[config.mk]
export PLATFORM = sky130hd
export DESIGN_NAME = morse_key_decoder_unit
export DESIGN_NICKNAME = d
export VERILOG_FILES = /design/src/rtl/core/mkd_pkg.sv /design/src/rtl/core/morse_key_decoder_unit.sv /design/src/rtl/core/mkd_state_mem.sv /design/src/rtl/core/mkd_step.sv
export SDC_FILE = /design/constraint.sdc
export NUM_CORES = 1
export LEC_CHECK = 0
export BUFFER_PORTS_ARGS = -buffer_cell sky130_fd_sc_hd__buf_4
export CAP_MARGIN = 5
export CORE_AREA = 5 5 124 172
export DETAILED_ROUTE_END_ITERATION = 7
export DIE_AREA = 0 0 129 177
export PLACE_DENSITY_LB_ADDON = 0.2
export SLEW_MARGIN = 10
export SYNTH_ARGS = -nofsm -noshare
export SYNTH_HDL_FRONTEND = slang
export SYNTH_SLANG_ARGS = --single-unit
[constraint.sdc]
create_clock -name clk -period 6 [get_ports clk]
set_input_delay 0.3 -clock clk [delete_from_list [all_inputs] [get_ports clk]]
set_output_delay 0.3 -clock clk [all_outputs]
set_load 0.02 [all_outputs]
[src/rtl/core/mkd_pkg.sv]
// ----------------------------------------------------------------------------
// Morse key decoder package
// Shared codes, types and the fixed Morse tree table.
// ----------------------------------------------------------------------------
package mkd_pkg;

  localparam int NODE_BITS    = 6;
  localparam int SYM_BITS     = 7;
  localparam int SEG_BITS     = 8;
  localparam int EVENT_BITS   = 3;
  localparam int MODE_BITS    = 2;
  localparam int CFG_BITS     = 16;
  localparam int REG_IDX_BITS = 2;

  typedef logic [NODE_BITS-1:0]    node_idx_t;
  typedef logic [SYM_BITS-1:0]     sym_t;
  typedef logic [SEG_BITS-1:0]     seg_t;
  typedef logic [EVENT_BITS-1:0]   event_t;
  typedef logic [MODE_BITS-1:0]    mode_t;
  typedef logic [CFG_BITS-1:0]     cfg_word_t;
  typedef logic [REG_IDX_BITS-1:0] reg_idx_t;

  // Tree node: letter, segment code, children (0 = no child)
  typedef struct packed {
    sym_t      sym;
    seg_t      seg;
    node_idx_t dit;
    node_idx_t dash;
  } morse_node_t;

  // Per-item control from the step logic to the history and the event output
  typedef struct packed {
    event_t ev;
    logic   push;
    logic   blank;
    seg_t   push_seg;
  } step_ctl_t;

  localparam node_idx_t NODE_ROOT   = 6'd0;
  localparam seg_t      SEG_INVALID = 8'hBF;
  localparam seg_t      SEG_BLANK   = 8'hFF;

  // Timeout modes
  localparam mode_t MODE_NONE   = 2'd0;
  localparam mode_t MODE_SYMBOL = 2'd1;
  localparam mode_t MODE_SLEEP  = 2'd2;

  // Event codes
  localparam event_t EV_NONE   = 3'd0;
  localparam event_t EV_DIT    = 3'd1;
  localparam event_t EV_DASH   = 3'd2;
  localparam event_t EV_SYMBOL = 3'd3;
  localparam event_t EV_SLEEP  = 3'd4;

  // Configuration register indexes and reset values
  localparam reg_idx_t REG_DIT_LENGTH  = 2'd0;
  localparam reg_idx_t REG_SYMBOL_GAP  = 2'd1;
  localparam reg_idx_t REG_SLEEP_DELAY = 2'd2;

  localparam cfg_word_t RST_DIT_LENGTH  = 16'd1536;
  localparam cfg_word_t RST_SYMBOL_GAP  = 16'd6144;
  localparam cfg_word_t RST_SLEEP_DELAY = 16'd18432;

  function automatic morse_node_t mk_node(input sym_t s, input seg_t g,
                                          input node_idx_t d, input node_idx_t h);
    morse_node_t n;
    n.sym  = s;
    n.seg  = g;
    n.dit  = d;
    n.dash = h;
    return n;
  endfunction

  // Morse tree ROM; indexes past the last node read as root
  function automatic morse_node_t node_rom(input node_idx_t idx);
    morse_node_t n;
    unique case (idx)
      6'd1:    n = mk_node(7'h45, 8'h06, 6'd3,  6'd4);
      6'd2:    n = mk_node(7'h54, 8'hBF, 6'd5,  6'd6);
      6'd3:    n = mk_node(7'h49, 8'h79, 6'd7,  6'd8);
      6'd4:    n = mk_node(7'h41, 8'h08, 6'd9,  6'd10);
      6'd5:    n = mk_node(7'h4E, 8'hBF, 6'd11, 6'd12);
      6'd6:    n = mk_node(7'h4D, 8'hBF, 6'd13, 6'd14);
      6'd7:    n = mk_node(7'h53, 8'h12, 6'd15, 6'd16);
      6'd8:    n = mk_node(7'h55, 8'h41, 6'd17, 6'd18);
      6'd9:    n = mk_node(7'h52, 8'hBF, 6'd19, 6'd0);
      6'd10:   n = mk_node(7'h57, 8'hBF, 6'd20, 6'd21);
      6'd11:   n = mk_node(7'h44, 8'h40, 6'd22, 6'd23);
      6'd12:   n = mk_node(7'h4B, 8'hBF, 6'd24, 6'd25);
      6'd13:   n = mk_node(7'h47, 8'h02, 6'd26, 6'd27);
      6'd14:   n = mk_node(7'h4F, 8'h40, 6'd28, 6'd29);
      6'd15:   n = mk_node(7'h48, 8'h09, 6'd35, 6'd34);
      6'd16:   n = mk_node(7'h56, 8'hBF, 6'd0,  6'd33);
      6'd17:   n = mk_node(7'h46, 8'h0E, 6'd0,  6'd0);
      6'd18:   n = mk_node(7'h00, 8'hBF, 6'd0,  6'd32);
      6'd19:   n = mk_node(7'h4C, 8'h47, 6'd0,  6'd0);
      6'd20:   n = mk_node(7'h50, 8'h0C, 6'd0,  6'd0);
      6'd21:   n = mk_node(7'h4A, 8'h61, 6'd0,  6'd31);
      6'd22:   n = mk_node(7'h42, 8'h00, 6'd36, 6'd0);
      6'd23:   n = mk_node(7'h58, 8'hBF, 6'd0,  6'd0);
      6'd24:   n = mk_node(7'h43, 8'h46, 6'd0,  6'd0);
      6'd25:   n = mk_node(7'h59, 8'hBF, 6'd0,  6'd0);
      6'd26:   n = mk_node(7'h5A, 8'hBF, 6'd37, 6'd0);
      6'd27:   n = mk_node(7'h51, 8'hBF, 6'd0,  6'd0);
      6'd28:   n = mk_node(7'h00, 8'hBF, 6'd38, 6'd0);
      6'd29:   n = mk_node(7'h00, 8'hBF, 6'd39, 6'd30);
      6'd30:   n = mk_node(7'h30, 8'hC0, 6'd0,  6'd0);
      6'd31:   n = mk_node(7'h31, 8'hF9, 6'd0,  6'd0);
      6'd32:   n = mk_node(7'h32, 8'hA4, 6'd0,  6'd0);
      6'd33:   n = mk_node(7'h33, 8'hB0, 6'd0,  6'd0);
      6'd34:   n = mk_node(7'h34, 8'h99, 6'd0,  6'd0);
      6'd35:   n = mk_node(7'h35, 8'h92, 6'd0,  6'd0);
      6'd36:   n = mk_node(7'h36, 8'h82, 6'd0,  6'd0);
      6'd37:   n = mk_node(7'h37, 8'hF8, 6'd0,  6'd0);
      6'd38:   n = mk_node(7'h38, 8'h80, 6'd0,  6'd0);
      6'd39:   n = mk_node(7'h39, 8'h98, 6'd0,  6'd0);
      default: n = mk_node(7'h00, 8'hFF, 6'd1,  6'd2);
    endcase
    return n;
  endfunction

endpackage

[src/rtl/core/morse_key_decoder_unit.sv]
// ----------------------------------------------------------------------------
// Morse key decoder unit
// Decodes sampled key levels into Morse symbols and a seven-segment history.
// ----------------------------------------------------------------------------
// Takes one key sample per item and returns one result item per sample, at a
// sustained rate of one item per clock while the output is not stalled. An item
// sits in the input stage, where the decoder state is read from a single-entry
// memory, updated and written back; the last write is forwarded so consecutive
// items see it. The result is then registered in the output register; a stall
// on the output holds the item in the input stage. The digit history is blanked
// (0xFF) at reset and the tree starts at the root. Configuration writes must be
// issued only while no item is in flight.
module morse_key_decoder_unit #(
  parameter int TIMER_BITS     = 16,
  parameter int HISTORY_DIGITS = 3
) (
  input  logic                     clk,
  input  logic                     rst,
  // Configuration
  input  logic                     cfg_valid,
  output logic                     cfg_ready,
  input  mkd_pkg::reg_idx_t        cfg_index,
  input  mkd_pkg::cfg_word_t       cfg_data,
  // Key samples
  input  logic                     in_valid,
  output logic                     in_ready,
  input  logic                     key_down,
  // Results
  output logic                     out_valid,
  input  logic                     out_ready,
  output mkd_pkg::event_t          event_res,
  output mkd_pkg::sym_t            current_symbol,
  output mkd_pkg::seg_t            current_segments,
  output mkd_pkg::seg_t            digit_oldest,
  output mkd_pkg::seg_t            digit_middle,
  output mkd_pkg::seg_t            digit_newest
);
  import mkd_pkg::*;

  localparam int STW = NODE_BITS + 1 + MODE_BITS + TIMER_BITS;
  localparam logic [STW-1:0] STATE_RESET = {NODE_ROOT, 1'b0, MODE_NONE,
                                            {TIMER_BITS{1'b0}}};

  cfg_word_t             dit_length;
  cfg_word_t             symbol_gap;
  cfg_word_t             sleep_delay;

  logic                  s1_valid;
  logic                  s1_key;
  logic                  out_free;
  logic                  fire;

  logic                  mem_wr_en;
  logic [STW-1:0]        mem_wr_data;
  logic [STW-1:0]        mem_rd_data;

  node_idx_t             st_node;
  logic                  st_pressed;
  mode_t                 st_mode;
  logic [TIMER_BITS-1:0] st_tick;
  node_idx_t             node_next;
  logic                  pressed_next;
  mode_t                 mode_next;
  logic [TIMER_BITS-1:0] tick_next;
  step_ctl_t             ctl;
  sym_t                  sym_next;
  seg_t                  seg_next;

  seg_t                  hist [HISTORY_DIGITS];

  // Configuration registers
  assign cfg_ready = !rst;

  always_ff @(posedge clk) begin
    if (rst) begin
      dit_length  <= RST_DIT_LENGTH;
      symbol_gap  <= RST_SYMBOL_GAP;
      sleep_delay <= RST_SLEEP_DELAY;
    end else if (cfg_valid && cfg_ready) begin
      unique case (cfg_index)
        REG_DIT_LENGTH:  dit_length  <= cfg_data;
        REG_SYMBOL_GAP:  symbol_gap  <= cfg_data;
        REG_SLEEP_DELAY: sleep_delay <= cfg_data;
        default: ;
      endcase
    end
  end

  // Handshake: input stage feeds the output register
  assign out_free = !out_valid || out_ready;
  assign fire     = s1_valid && out_free;
  assign in_ready = !rst && (!s1_valid || out_free);

  always_ff @(posedge clk) begin
    if (rst) begin
      s1_valid <= 1'b0;
    end else if (in_ready) begin
      s1_valid <= in_valid;
    end
  end

  always_ff @(posedge clk) begin
    if (in_valid && in_ready) begin
      s1_key <= key_down;
    end
  end

  // Decoder state memory; reset writes the initial record
  assign mem_wr_en   = rst || fire;
  assign mem_wr_data = rst ? STATE_RESET
                           : {node_next, pressed_next, mode_next, tick_next};

  mkd_state_mem #(
    .WIDTH (STW)
  ) u_state_mem (
    .clk     (clk),
    .wr_en   (mem_wr_en),
    .wr_data (mem_wr_data),
    .rd_data (mem_rd_data)
  );

  assign {st_node, st_pressed, st_mode, st_tick} = mem_rd_data;

  mkd_step #(
    .TIMER_BITS (TIMER_BITS)
  ) u_step (
    .key_down     (s1_key),
    .dit_length   (dit_length),
    .symbol_gap   (symbol_gap),
    .sleep_delay  (sleep_delay),
    .node         (st_node),
    .pressed      (st_pressed),
    .mode         (st_mode),
    .tick         (st_tick),
    .node_next    (node_next),
    .pressed_next (pressed_next),
    .mode_next    (mode_next),
    .tick_next    (tick_next),
    .ctl          (ctl),
    .sym_out      (sym_next),
    .seg_out      (seg_next)
  );

  // Digit history, index 0 oldest
  always_ff @(posedge clk) begin
    if (rst) begin
      for (int i = 0; i < HISTORY_DIGITS; i++) begin
        hist[i] <= SEG_BLANK;
      end
    end else if (fire) begin
      if (ctl.blank) begin
        for (int i = 0; i < HISTORY_DIGITS; i++) begin
          hist[i] <= SEG_BLANK;
        end
      end else if (ctl.push) begin
        for (int i = 0; i < HISTORY_DIGITS - 1; i++) begin
          hist[i] <= hist[i + 1];
        end
        hist[HISTORY_DIGITS - 1] <= ctl.push_seg;
      end
    end
  end

  // Output register
  always_ff @(posedge clk) begin
    if (rst) begin
      out_valid <= 1'b0;
    end else if (out_free) begin
      out_valid <= s1_valid;
    end
  end

  always_ff @(posedge clk) begin
    if (fire) begin
      event_res        <= ctl.ev;
      current_symbol   <= sym_next;
      current_segments <= seg_next;
    end
  end

  // History taps, newest first; missing places read blank
  assign digit_newest = hist[HISTORY_DIGITS - 1];

  generate
    if (HISTORY_DIGITS >= 2) begin : g_middle
      assign digit_middle = hist[HISTORY_DIGITS - 2];
    end else begin : g_middle_blank
      assign digit_middle = SEG_BLANK;
    end
    if (HISTORY_DIGITS >= 3) begin : g_oldest
      assign digit_oldest = hist[HISTORY_DIGITS - 3];
    end else begin : g_oldest_blank
      assign digit_oldest = SEG_BLANK;
    end
  endgenerate

endmodule

[src/rtl/core/mkd_state_mem.sv]
// ----------------------------------------------------------------------------
// Morse key decoder state memory
// Single-entry synchronous memory with a registered read and write forwarding.
// ----------------------------------------------------------------------------
module mkd_state_mem #(
  parameter int WIDTH = 25
) (
  input  logic             clk,
  input  logic             wr_en,
  input  logic [WIDTH-1:0] wr_data,
  output logic [WIDTH-1:0] rd_data
);

  logic [WIDTH-1:0] mem [0:0];
  logic [WIDTH-1:0] rd_q;
  logic             fwd_valid;
  logic [WIDTH-1:0] fwd_data;

  // Write port
  always_ff @(posedge clk) begin
    if (wr_en) begin
      mem[0] <= wr_data;
    end
  end

  // Read port, registered
  always_ff @(posedge clk) begin
    rd_q <= mem[0];
  end

  // Last write bypasses the stale read
  always_ff @(posedge clk) begin
    fwd_valid <= wr_en;
    fwd_data  <= wr_data;
  end

  assign rd_data = fwd_valid ? fwd_data : rd_q;

endmodule

[src/rtl/core/mkd_step.sv]
// ----------------------------------------------------------------------------
// Morse key decoder step logic
// Classifies presses, walks the tree and runs the symbol and sleep timeouts.
// ----------------------------------------------------------------------------
module mkd_step #(
  parameter int TIMER_BITS = 16
) (
  input  logic                   key_down,
  input  mkd_pkg::cfg_word_t     dit_length,
  input  mkd_pkg::cfg_word_t     symbol_gap,
  input  mkd_pkg::cfg_word_t     sleep_delay,
  input  mkd_pkg::node_idx_t     node,
  input  logic                   pressed,
  input  mkd_pkg::mode_t         mode,
  input  logic [TIMER_BITS-1:0]  tick,
  output mkd_pkg::node_idx_t     node_next,
  output logic                   pressed_next,
  output mkd_pkg::mode_t         mode_next,
  output logic [TIMER_BITS-1:0]  tick_next,
  output mkd_pkg::step_ctl_t     ctl,
  output mkd_pkg::sym_t          sym_out,
  output mkd_pkg::seg_t          seg_out
);
  import mkd_pkg::*;

  localparam int CW = (TIMER_BITS > CFG_BITS) ? TIMER_BITS : CFG_BITS;

  logic [TIMER_BITS-1:0] tick_inc;
  logic [CW-1:0]         tick_w;
  logic [CW-1:0]         tick_inc_w;
  logic [CW-1:0]         dit_w;
  logic [CW-1:0]         symto_w;
  logic [CW-1:0]         sleep_w;
  morse_node_t           cur;
  morse_node_t           nxt;

  // Saturating tick counter
  assign tick_inc   = (&tick) ? tick : tick + 1'b1;
  assign tick_w     = CW'(tick);
  assign tick_inc_w = CW'(tick_inc);
  assign dit_w      = CW'(dit_length);
  assign symto_w    = CW'(symbol_gap);
  assign sleep_w    = CW'(sleep_delay);

  assign cur = node_rom(node);

  // Press, release, or timeout handling
  always_comb begin
    node_next    = node;
    pressed_next = pressed;
    mode_next    = mode;
    tick_next    = tick_inc;
    ctl.ev       = EV_NONE;
    ctl.push     = 1'b0;
    ctl.blank    = 1'b0;
    ctl.push_seg = cur.seg;
    if (!pressed && key_down) begin
      pressed_next = 1'b1;
      tick_next    = '0;
      mode_next    = MODE_NONE;
    end else if (pressed && !key_down) begin
      pressed_next = 1'b0;
      if (tick_w < dit_w) begin
        ctl.ev = EV_DIT;
        if (cur.dit != NODE_ROOT) begin
          node_next = cur.dit;
        end
      end else begin
        ctl.ev = EV_DASH;
        if (cur.dash != NODE_ROOT) begin
          node_next = cur.dash;
        end
      end
      tick_next = '0;
      mode_next = MODE_SYMBOL;
    end else if (mode == MODE_SYMBOL && tick_inc_w >= symto_w) begin
      ctl.ev    = EV_SYMBOL;
      ctl.push  = (cur.seg != SEG_INVALID);
      node_next = NODE_ROOT;
      tick_next = '0;
      mode_next = MODE_SLEEP;
    end else if (mode == MODE_SLEEP && tick_inc_w >= sleep_w) begin
      ctl.ev    = EV_SLEEP;
      ctl.blank = 1'b1;
      node_next = NODE_ROOT;
      tick_next = '0;
      mode_next = MODE_NONE;
    end
  end

  // Node shown after this item
  assign nxt     = node_rom(node_next);
  assign sym_out = nxt.sym;
  assign seg_out = nxt.seg;

endmodule

# ---- Word level (Yosys, flattened, before mapping)
# Memories as Yosys holds them, arrays and structs flattened. A register that Yosys moved wholly into a read port is not among the register bits.
# Index checks and enable logic that the tools add are counted.
# W data, S select, Z words.
dict set report totals {
  regBits 80
  ram_bits 49
  romBits 3456
  inputBits 24
  memories 4
}
# name words width rd rd_ports_with_merged_regs write_ports line_no
set mem_list {}
lappend mem_list {{(name not given)} 64 27 1 1 0 mkd_pkg.sv:77} ;# unique case (idx)
lappend mem_list {{(name not given)} 64 27 1 0 0 mkd_pkg.sv:77}
lappend mem_list {u_state_mem.mem 1 25 1 1 1 mkd_state_mem.sv:14} ;# logic [WIDTH-1:0] mem [0:0];
lappend mem_list {hist 3 8 3 0 3 morse_key_decoder_unit.sv:69} ;# seg_t hist [HISTORY_DIGITS];
dict set report op_classes {
  n_addsub 1
  magnitude_cmp 3
  eq_ne 5
  mux 48
  n_bitwise 6
  reduce_logical 23
}
# cell count
set op_table {}
lappend op_table {{$mux W16} 5}
lappend op_table {{$mux W25} 2}
lappend op_table {{$mux W8} 6}
lappend op_table {{$mux W6} 7}
lappend op_table {{$ge A16 B16 Y1} 2}
lappend op_table {{$mux W1} 18}
lappend op_table {{$add A16 B1 Y16 const B} 1}
lappend op_table {{$lt A16 B16 Y1} 1}
lappend op_table {{$reduce_and A16 Y1} 1}
lappend op_table {{$mux W2} 7}
lappend op_table {{$reduce_bool A6 Y1} 2}
lappend op_table {{$mux W3} 3}
lappend op_table {{$logic_and A1 B1 Y1} 8}
lappend op_table {{$ne A8 B8 Y1 const B} 1}
lappend op_table {{$or A1 B1 Y1} 6}
lappend op_table {{$reduce_and A2 Y1} 3}
lappend op_table {{$logic_not A1 Y1} 5}
lappend op_table {{$eq A2 B1 Y1 const B} 2}
lappend op_table {{$eq A2 B2 Y1 const B} 2}
lappend op_table {{$logic_or A1 B1 Y1} 3}
lappend op_table {{$logic_not A2 Y1} 1}

# ---- Depth between registers and ports, before layout
dict set report logic_depth {
  word_depth 15
  ltp_mapped 33
  depth_no_buf 26
}

# ---- Cells and area by module
# From an unflattened synthesis, not the netlist that was laid out.
dict set report unflattened {
  hier_cells 984
  hier_area_um2 9934.5
}
# mod instances cells_per_inst area_each_um2
set modules_own_cells {}
lappend modules_own_cells {mkd_step 1 596 4015.1}
lappend modules_own_cells {morse_key_decoder_unit 1 284 3739.8}
lappend modules_own_cells {mkd_state_mem 1 104 2179.6}

# ---- Worst setup path before layout
# No wires, ideal clock.
dict set report synth_path {
  kind {register to register}
  startpoint {register u_state_mem.fwd_valid}
  endpoint {register current_segments[3], data pin}
  t_arrival_ps 5816
  t_required_ps 5831
  slack_ps 14
  path_stages_with_launch 31
  synth_period_minus_slack_ps 5986
  cell_sequence {dfxtp_1 buf_6 buf_6 buf_8 buf_4 buf_1 mux2_2 ha_1 nor3b_2 nand3_1 buf_4 nand3_2 nor2_1 xnor2_1 ha_1 o21a_1 nor2_1 nor4b_1 a2bb2oi_1 and3_1 buf_2 maj3_2 o31ai_2 nand2_1 buf_2 ha_1 clkbuf_1 nor2_1 a211oi_1 nor3b_1 o31ai_1}
}
dict set report synth_via {
  elab_chain_len 9
  elab_cells_between_ends 24
  cone_classes {add/sub: 1; order compare: 3; eq/ne: 2; mux: 9; reduce/logical: 8; memory: 1}
}
# item line_no
set synth_lines {}
lappend synth_lines {{from (decl)} mkd_state_mem.sv:16} ;# logic fwd_valid;
lappend synth_lines {{from (signal assigned)} mkd_state_mem.sv:33} ;# fwd_valid <= wr_en;
lappend synth_lines {{$mux W25 *} mkd_state_mem.sv:37} ;# assign rd_data = fwd_valid ? fwd_data : rd_q;
lappend synth_lines {{$add A16 B1 Y16 or $reduce_and A16 Y1 (tied branches)} mkd_step.sv:38} ;# assign tick_inc = (&tick) ? tick : tick + 1'b1;
lappend synth_lines {{$mux W16} mkd_step.sv:38}
lappend synth_lines {{$ge A16 B16 Y1} mkd_step.sv:82} ;# end else if (mode == MODE_SLEEP && tick_inc_w >= sleep_w) begin
lappend synth_lines {{$logic_and A1 B1 Y1} mkd_step.sv:82}
lappend synth_lines {{$mux W6} mkd_step.sv:82}
lappend synth_lines {{$mux W6} mkd_step.sv:76} ;# end else if (mode == MODE_SYMBOL && tick_inc_w >= symto_w) begin
lappend synth_lines {{$mux W6} mkd_step.sv:61} ;# end else if (pressed && !key_down) begin
lappend synth_lines {{$mux W6 *} mkd_step.sv:57} ;# if (!pressed && key_down) begin
lappend synth_lines {{to (decl)} morse_key_decoder_unit.sv:33} ;# output mkd_pkg::seg_t current_segments,
# Every way passes the cells marked *; elsewhere a longest branch is shown, timed or not.
# A chain may end at the register's enable or synchronous reset.

# ---- Final worst setup path
dict set report layout_path {
  startpoint {register u_state_mem.fwd_valid}
  endpoint {register current_segments[4], data pin}
}
# The elaborated chain is that of the path after synthesis.

==> summary by stage <==
Outcome
The run finished with clean final reports.

STA
The number of pins exceeding their max-slew limit in the final report is 0. The worst setup skew after layout is 0.0103 ns. The routed design could run at a clock period as short as 5.72 ns. The share of the clock period used by the worst path after layout is 95.4%. Setup violations remaining at the end of the flow were counted as 0.

The upper clock frequency limit is 175 MHz. For the pin with the worst max-slew slack, the measured transition is 1.24 ns. The headroom to the max-slew limit is 16.8%. The final count of hold timing violations was 0. Setup repair after global routing could not meet its margin everywhere.

GRT
The initial antenna violation count is 0. The via count of the first global-routing pass is 7706. The largest net degree at the start of global routing is 47. Global routing used 22.1% of the available tracks across all layers. The first global-routing pass estimated 40.0 mm of wire. The residual overflow from global routing is 0.

Setup path
The biggest fanout along the worst timing path is 16. The worst register-to-register path begins at u_state_mem.fwd_valid. For the worst flop-to-flop path, the logic depth is 25.

The category of the most critical setup path is flip-flop to flip-flop. Data arrives at the worst endpoint at 5.99 ns. The critical path capture point type is a flip-flop. The sort of element at the start of the critical path is a flip-flop. Tracing the worst setup path back leads to its startpoint at u_state_mem.fwd_valid. The worst path required time is 6.27 ns.

Drt
Detailed routing placed a total of 906 um of wire on met3. The number of design rule violations left after detail routing is 0. The detail route stage leaves a number of antenna-violating nets equal to 0. The detailed-routing iteration count for the pre-antenna-repair pass is 5.

The post-detailed-routing wire length is 25.4 mm. In the final routed layout, each cell accounts on average for 18.4 um. The routed metal-1 wirelength is 10.2 mm. After detailed routing, the number of vias per cell comes to 5.78. For this block, the initial DRC count from the detailed router was roughly 600. The topmost layer with routed signal wires is met4. The via count of the routed design is between 7000 and 8000. The sum of met2 wire segment lengths after detailed routing is approximately 13 mm.

Clock network
The cell sitting at the root of the clock tree is a sky130_fd_sc_hd__clkbuf_16. The maximum buffer depth of the clock tree is 2. The clock reaches the later pin of the worst-skew pair after 0.44 ns. In this run the number of H-tree levels came out at 4.

The clock transition at the registers of the reported paths is 0.07 ns. TritonCTS built the clock tree. Hold repair after CTS inserted 0 buffers. The number of clock buffers inserted by TritonCTS is 17. For this design, the sink count on the clock tree is 169.

Layout
The multi-input combinational cells in the finished layout cover a total of just over 5000 um^2. 0 antenna diodes ended up in the layout. The fraction of layout instances using a drive strength above 1 is between 20 and 25%. The filler cells instantiated in the layout total 1800. The footprint of the flip-flops and latches is approximately 4100 um^2. The signed area change from the synthesized netlist to the final layout is 15.9%. For this run, the post-layout net count is 1199.

The cell area after layout is around 11000 um^2.

Yosys
In the post-synthesis netlist, the biggest area contributors are sky130_fd_sc_hd__edfxtp_1, sky130_fd_sc_hd__dfxtp_1, sky130_fd_sc_hd__ha_1. Counting every net in the synthesized netlist gives 1132. In this run the cell area of the synthesized design comes to 9600 um^2. The count of synthesis-stage warnings from yosys is 0. Ranked by instance count, the synthesized netlist is headed by sky130_fd_sc_hd__nand2_1, sky130_fd_sc_hd__dfxtp_1, sky130_fd_sc_hd__a21oi_1. The fraction of the yosys area taken by sequential cells is 42.3%. Synthesis produced a netlist whose cell count is 1044. The post-synthesis register bit count is 169.

The most used flip-flop cell after synthesis is sky130_fd_sc_hd__dfxtp_1. The cell taking the most area after synthesis is sky130_fd_sc_hd__edfxtp_1. Counting flops with a built-in enable in the synthesized netlist gives 68.

The share of flip-flops with an asynchronous set or reset after synthesis is 0%. Yosys instantiated no cell more often than sky130_fd_sc_hd__nand2_1. Synthesis instantiated 93 different standard cells from the library. The share of synthesized area in the top cell type comes to 21.3%. The average instance in the mapped netlist occupies 9.19 um^2.

Run
The number of max-cap violations is 0.

Placed design
The detailed-placement wirelength estimate is 18.3 mm. Once placement finished, the instance area stood at approximately 10000 um^2. Routability-driven placement finished with a final weighted congestion of 0.951. In this run the tool buffered the top-level ports with 68 buffer cells.

Pwr
Power spread over the standard cell area amounts to roughly 290 nW/um^2. For this design the static power due to leakage is 4.27 nW. After layout, the design draws a total of 3.26 mW. VDD sags by at most 0.188 mV.

Floorplan
During I/O placement, the number of pins put on the boundary was 69. Row generation in the floorplan step produced 61 rows. Once the floorplan was initialized, standard cells occupied around 50% of the core.

The width of the chip is 129 um. The area inside the core boundary is 19700 um^2. Measured along the y axis, the die boundary spans 177 um. The die area is 22800 um^2.

Worst hold path
The worst hold path startpoint is key_down. The class of the worst hold path is primary input to flip-flop. The cell depth of the worst min-delay path is 1.
==> metrics by stage <==
step                      TNS [ns]  hold slack, ns  utilization (%)  setup slack, ns  std cells
after floorplan                  0           0.323                -           0.0144       1044
after global placement           0           0.325             52.8            0.213       1341
after detailed placement         0           0.328             52.8            0.100       1341
after CTS                        0          0.0243             55.9           0.0865       1373
after global routing       -0.0325          0.0232             56.5          -0.0221       1376
final                            0          0.0380             56.5            0.278       1376
==> worst max-delay path, stage by stage (launching register included) <==
cell                        delay [ns]
sky130_fd_sc_hd__dfxtp_2          0.43
sky130_fd_sc_hd__buf_4            0.29
sky130_fd_sc_hd__a32o_2           0.26
sky130_fd_sc_hd__nand2_1          0.09
sky130_fd_sc_hd__or4_4            0.45
sky130_fd_sc_hd__nor3b_4          0.26
sky130_fd_sc_hd__nand3_1          0.16
sky130_fd_sc_hd__and3_1           0.24
sky130_fd_sc_hd__buf_4            0.15
sky130_fd_sc_hd__nand2_1          0.07
sky130_fd_sc_hd__xnor2_1          0.11
sky130_fd_sc_hd__ha_2             0.34
sky130_fd_sc_hd__o21a_1           0.12
sky130_fd_sc_hd__nor2_1           0.05
sky130_fd_sc_hd__nor4b_2          0.30
sky130_fd_sc_hd__a2bb2oi_2        0.11
sky130_fd_sc_hd__and3_4           0.22
sky130_fd_sc_hd__maj3_2           0.36
sky130_fd_sc_hd__o31ai_4          0.28
sky130_fd_sc_hd__nand2_2          0.13
sky130_fd_sc_hd__ha_1             0.35
sky130_fd_sc_hd__inv_1            0.19
sky130_fd_sc_hd__mux2i_1          0.11
sky130_fd_sc_hd__o31ai_2          0.24
sky130_fd_sc_hd__a21oi_1          0.07
sky130_fd_sc_hd__o21ai_1          0.18
==> registers in the layout, indices dropped and copies added, names as in the netlist <==
name                   cells
current_segments           8
dit_length                16
event_res                  3
symbol_gap                16
u_state_mem.fwd_data      25
out_valid                  1
u_state_mem.rd_q          25
sleep_delay               16
u_state_mem.mem           25
s1_valid                   1
current_symbol             7
s1_key                     1
u_state_mem.fwd_valid      1
hist                      24
==> path summary, 6_finish.rpt <==
path	endpoint	slack, ns
max reg2reg	current_segments[4]	0.28
max	current_segments[4]	0.28
min reg2reg	u_state_mem.rd_q[16]	0.34
min	s1_key	0.04
==> timing repair <==
| item | CTS | global route |
|---|---|---|
| buffers inserted | 0 | 3 |
| endpoints found under the setup margin | 0 | 13 |
| resized for setup | 0 | 24 |
| hold endpoints to repair | 0 | 0 |
==> logic make-up after synthesis <==
group	count (synthesis)	share of synthesized area [%]
compound gates	267	18.7
xor+xnor	16	1.46
fa+ha+maj	65	8.46
buf+inv	130	6.06
flops	169	42.3
mux	43	5.32
simple gates	354	17.7
==> power by group <==
group,switching (mW),total (mW),internal [mW],leakage (nW)
Combinational,0.513,0.834,0.320,2.55
Sequential,0.0336,1.30,1.27,1.43
Clock,0.529,1.13,0.597,0.291
==> cells in the final DEF, fill, tap and decap left out, drive strengths merged, types with 27 or more instances in the layout <==
master,n
a21oi,97
buf,106
dfxtp,101
edfxtp,68
ha,64
inv,77
mux2i,27
nand2,153
nor2,71
o21ai,39
==> final cells by class <==
cell class	count	share of cell area [%]
clock inverters	15	1.62
inverters	72	2.50
multi-input cells	745	45.5
repair buffers	106	7.15
clock buffers	17	3.82
flip-flops and latches	169	36.6
well taps	252	2.83
==> layer usage <==
metal	up-vias	track usage, %
met2	217	40.6
met5	-	0
met1	3794	25.2
met3	60	3.56
met4	0	9.02
li1	3878	-
(Power assumes the default switching activity.)
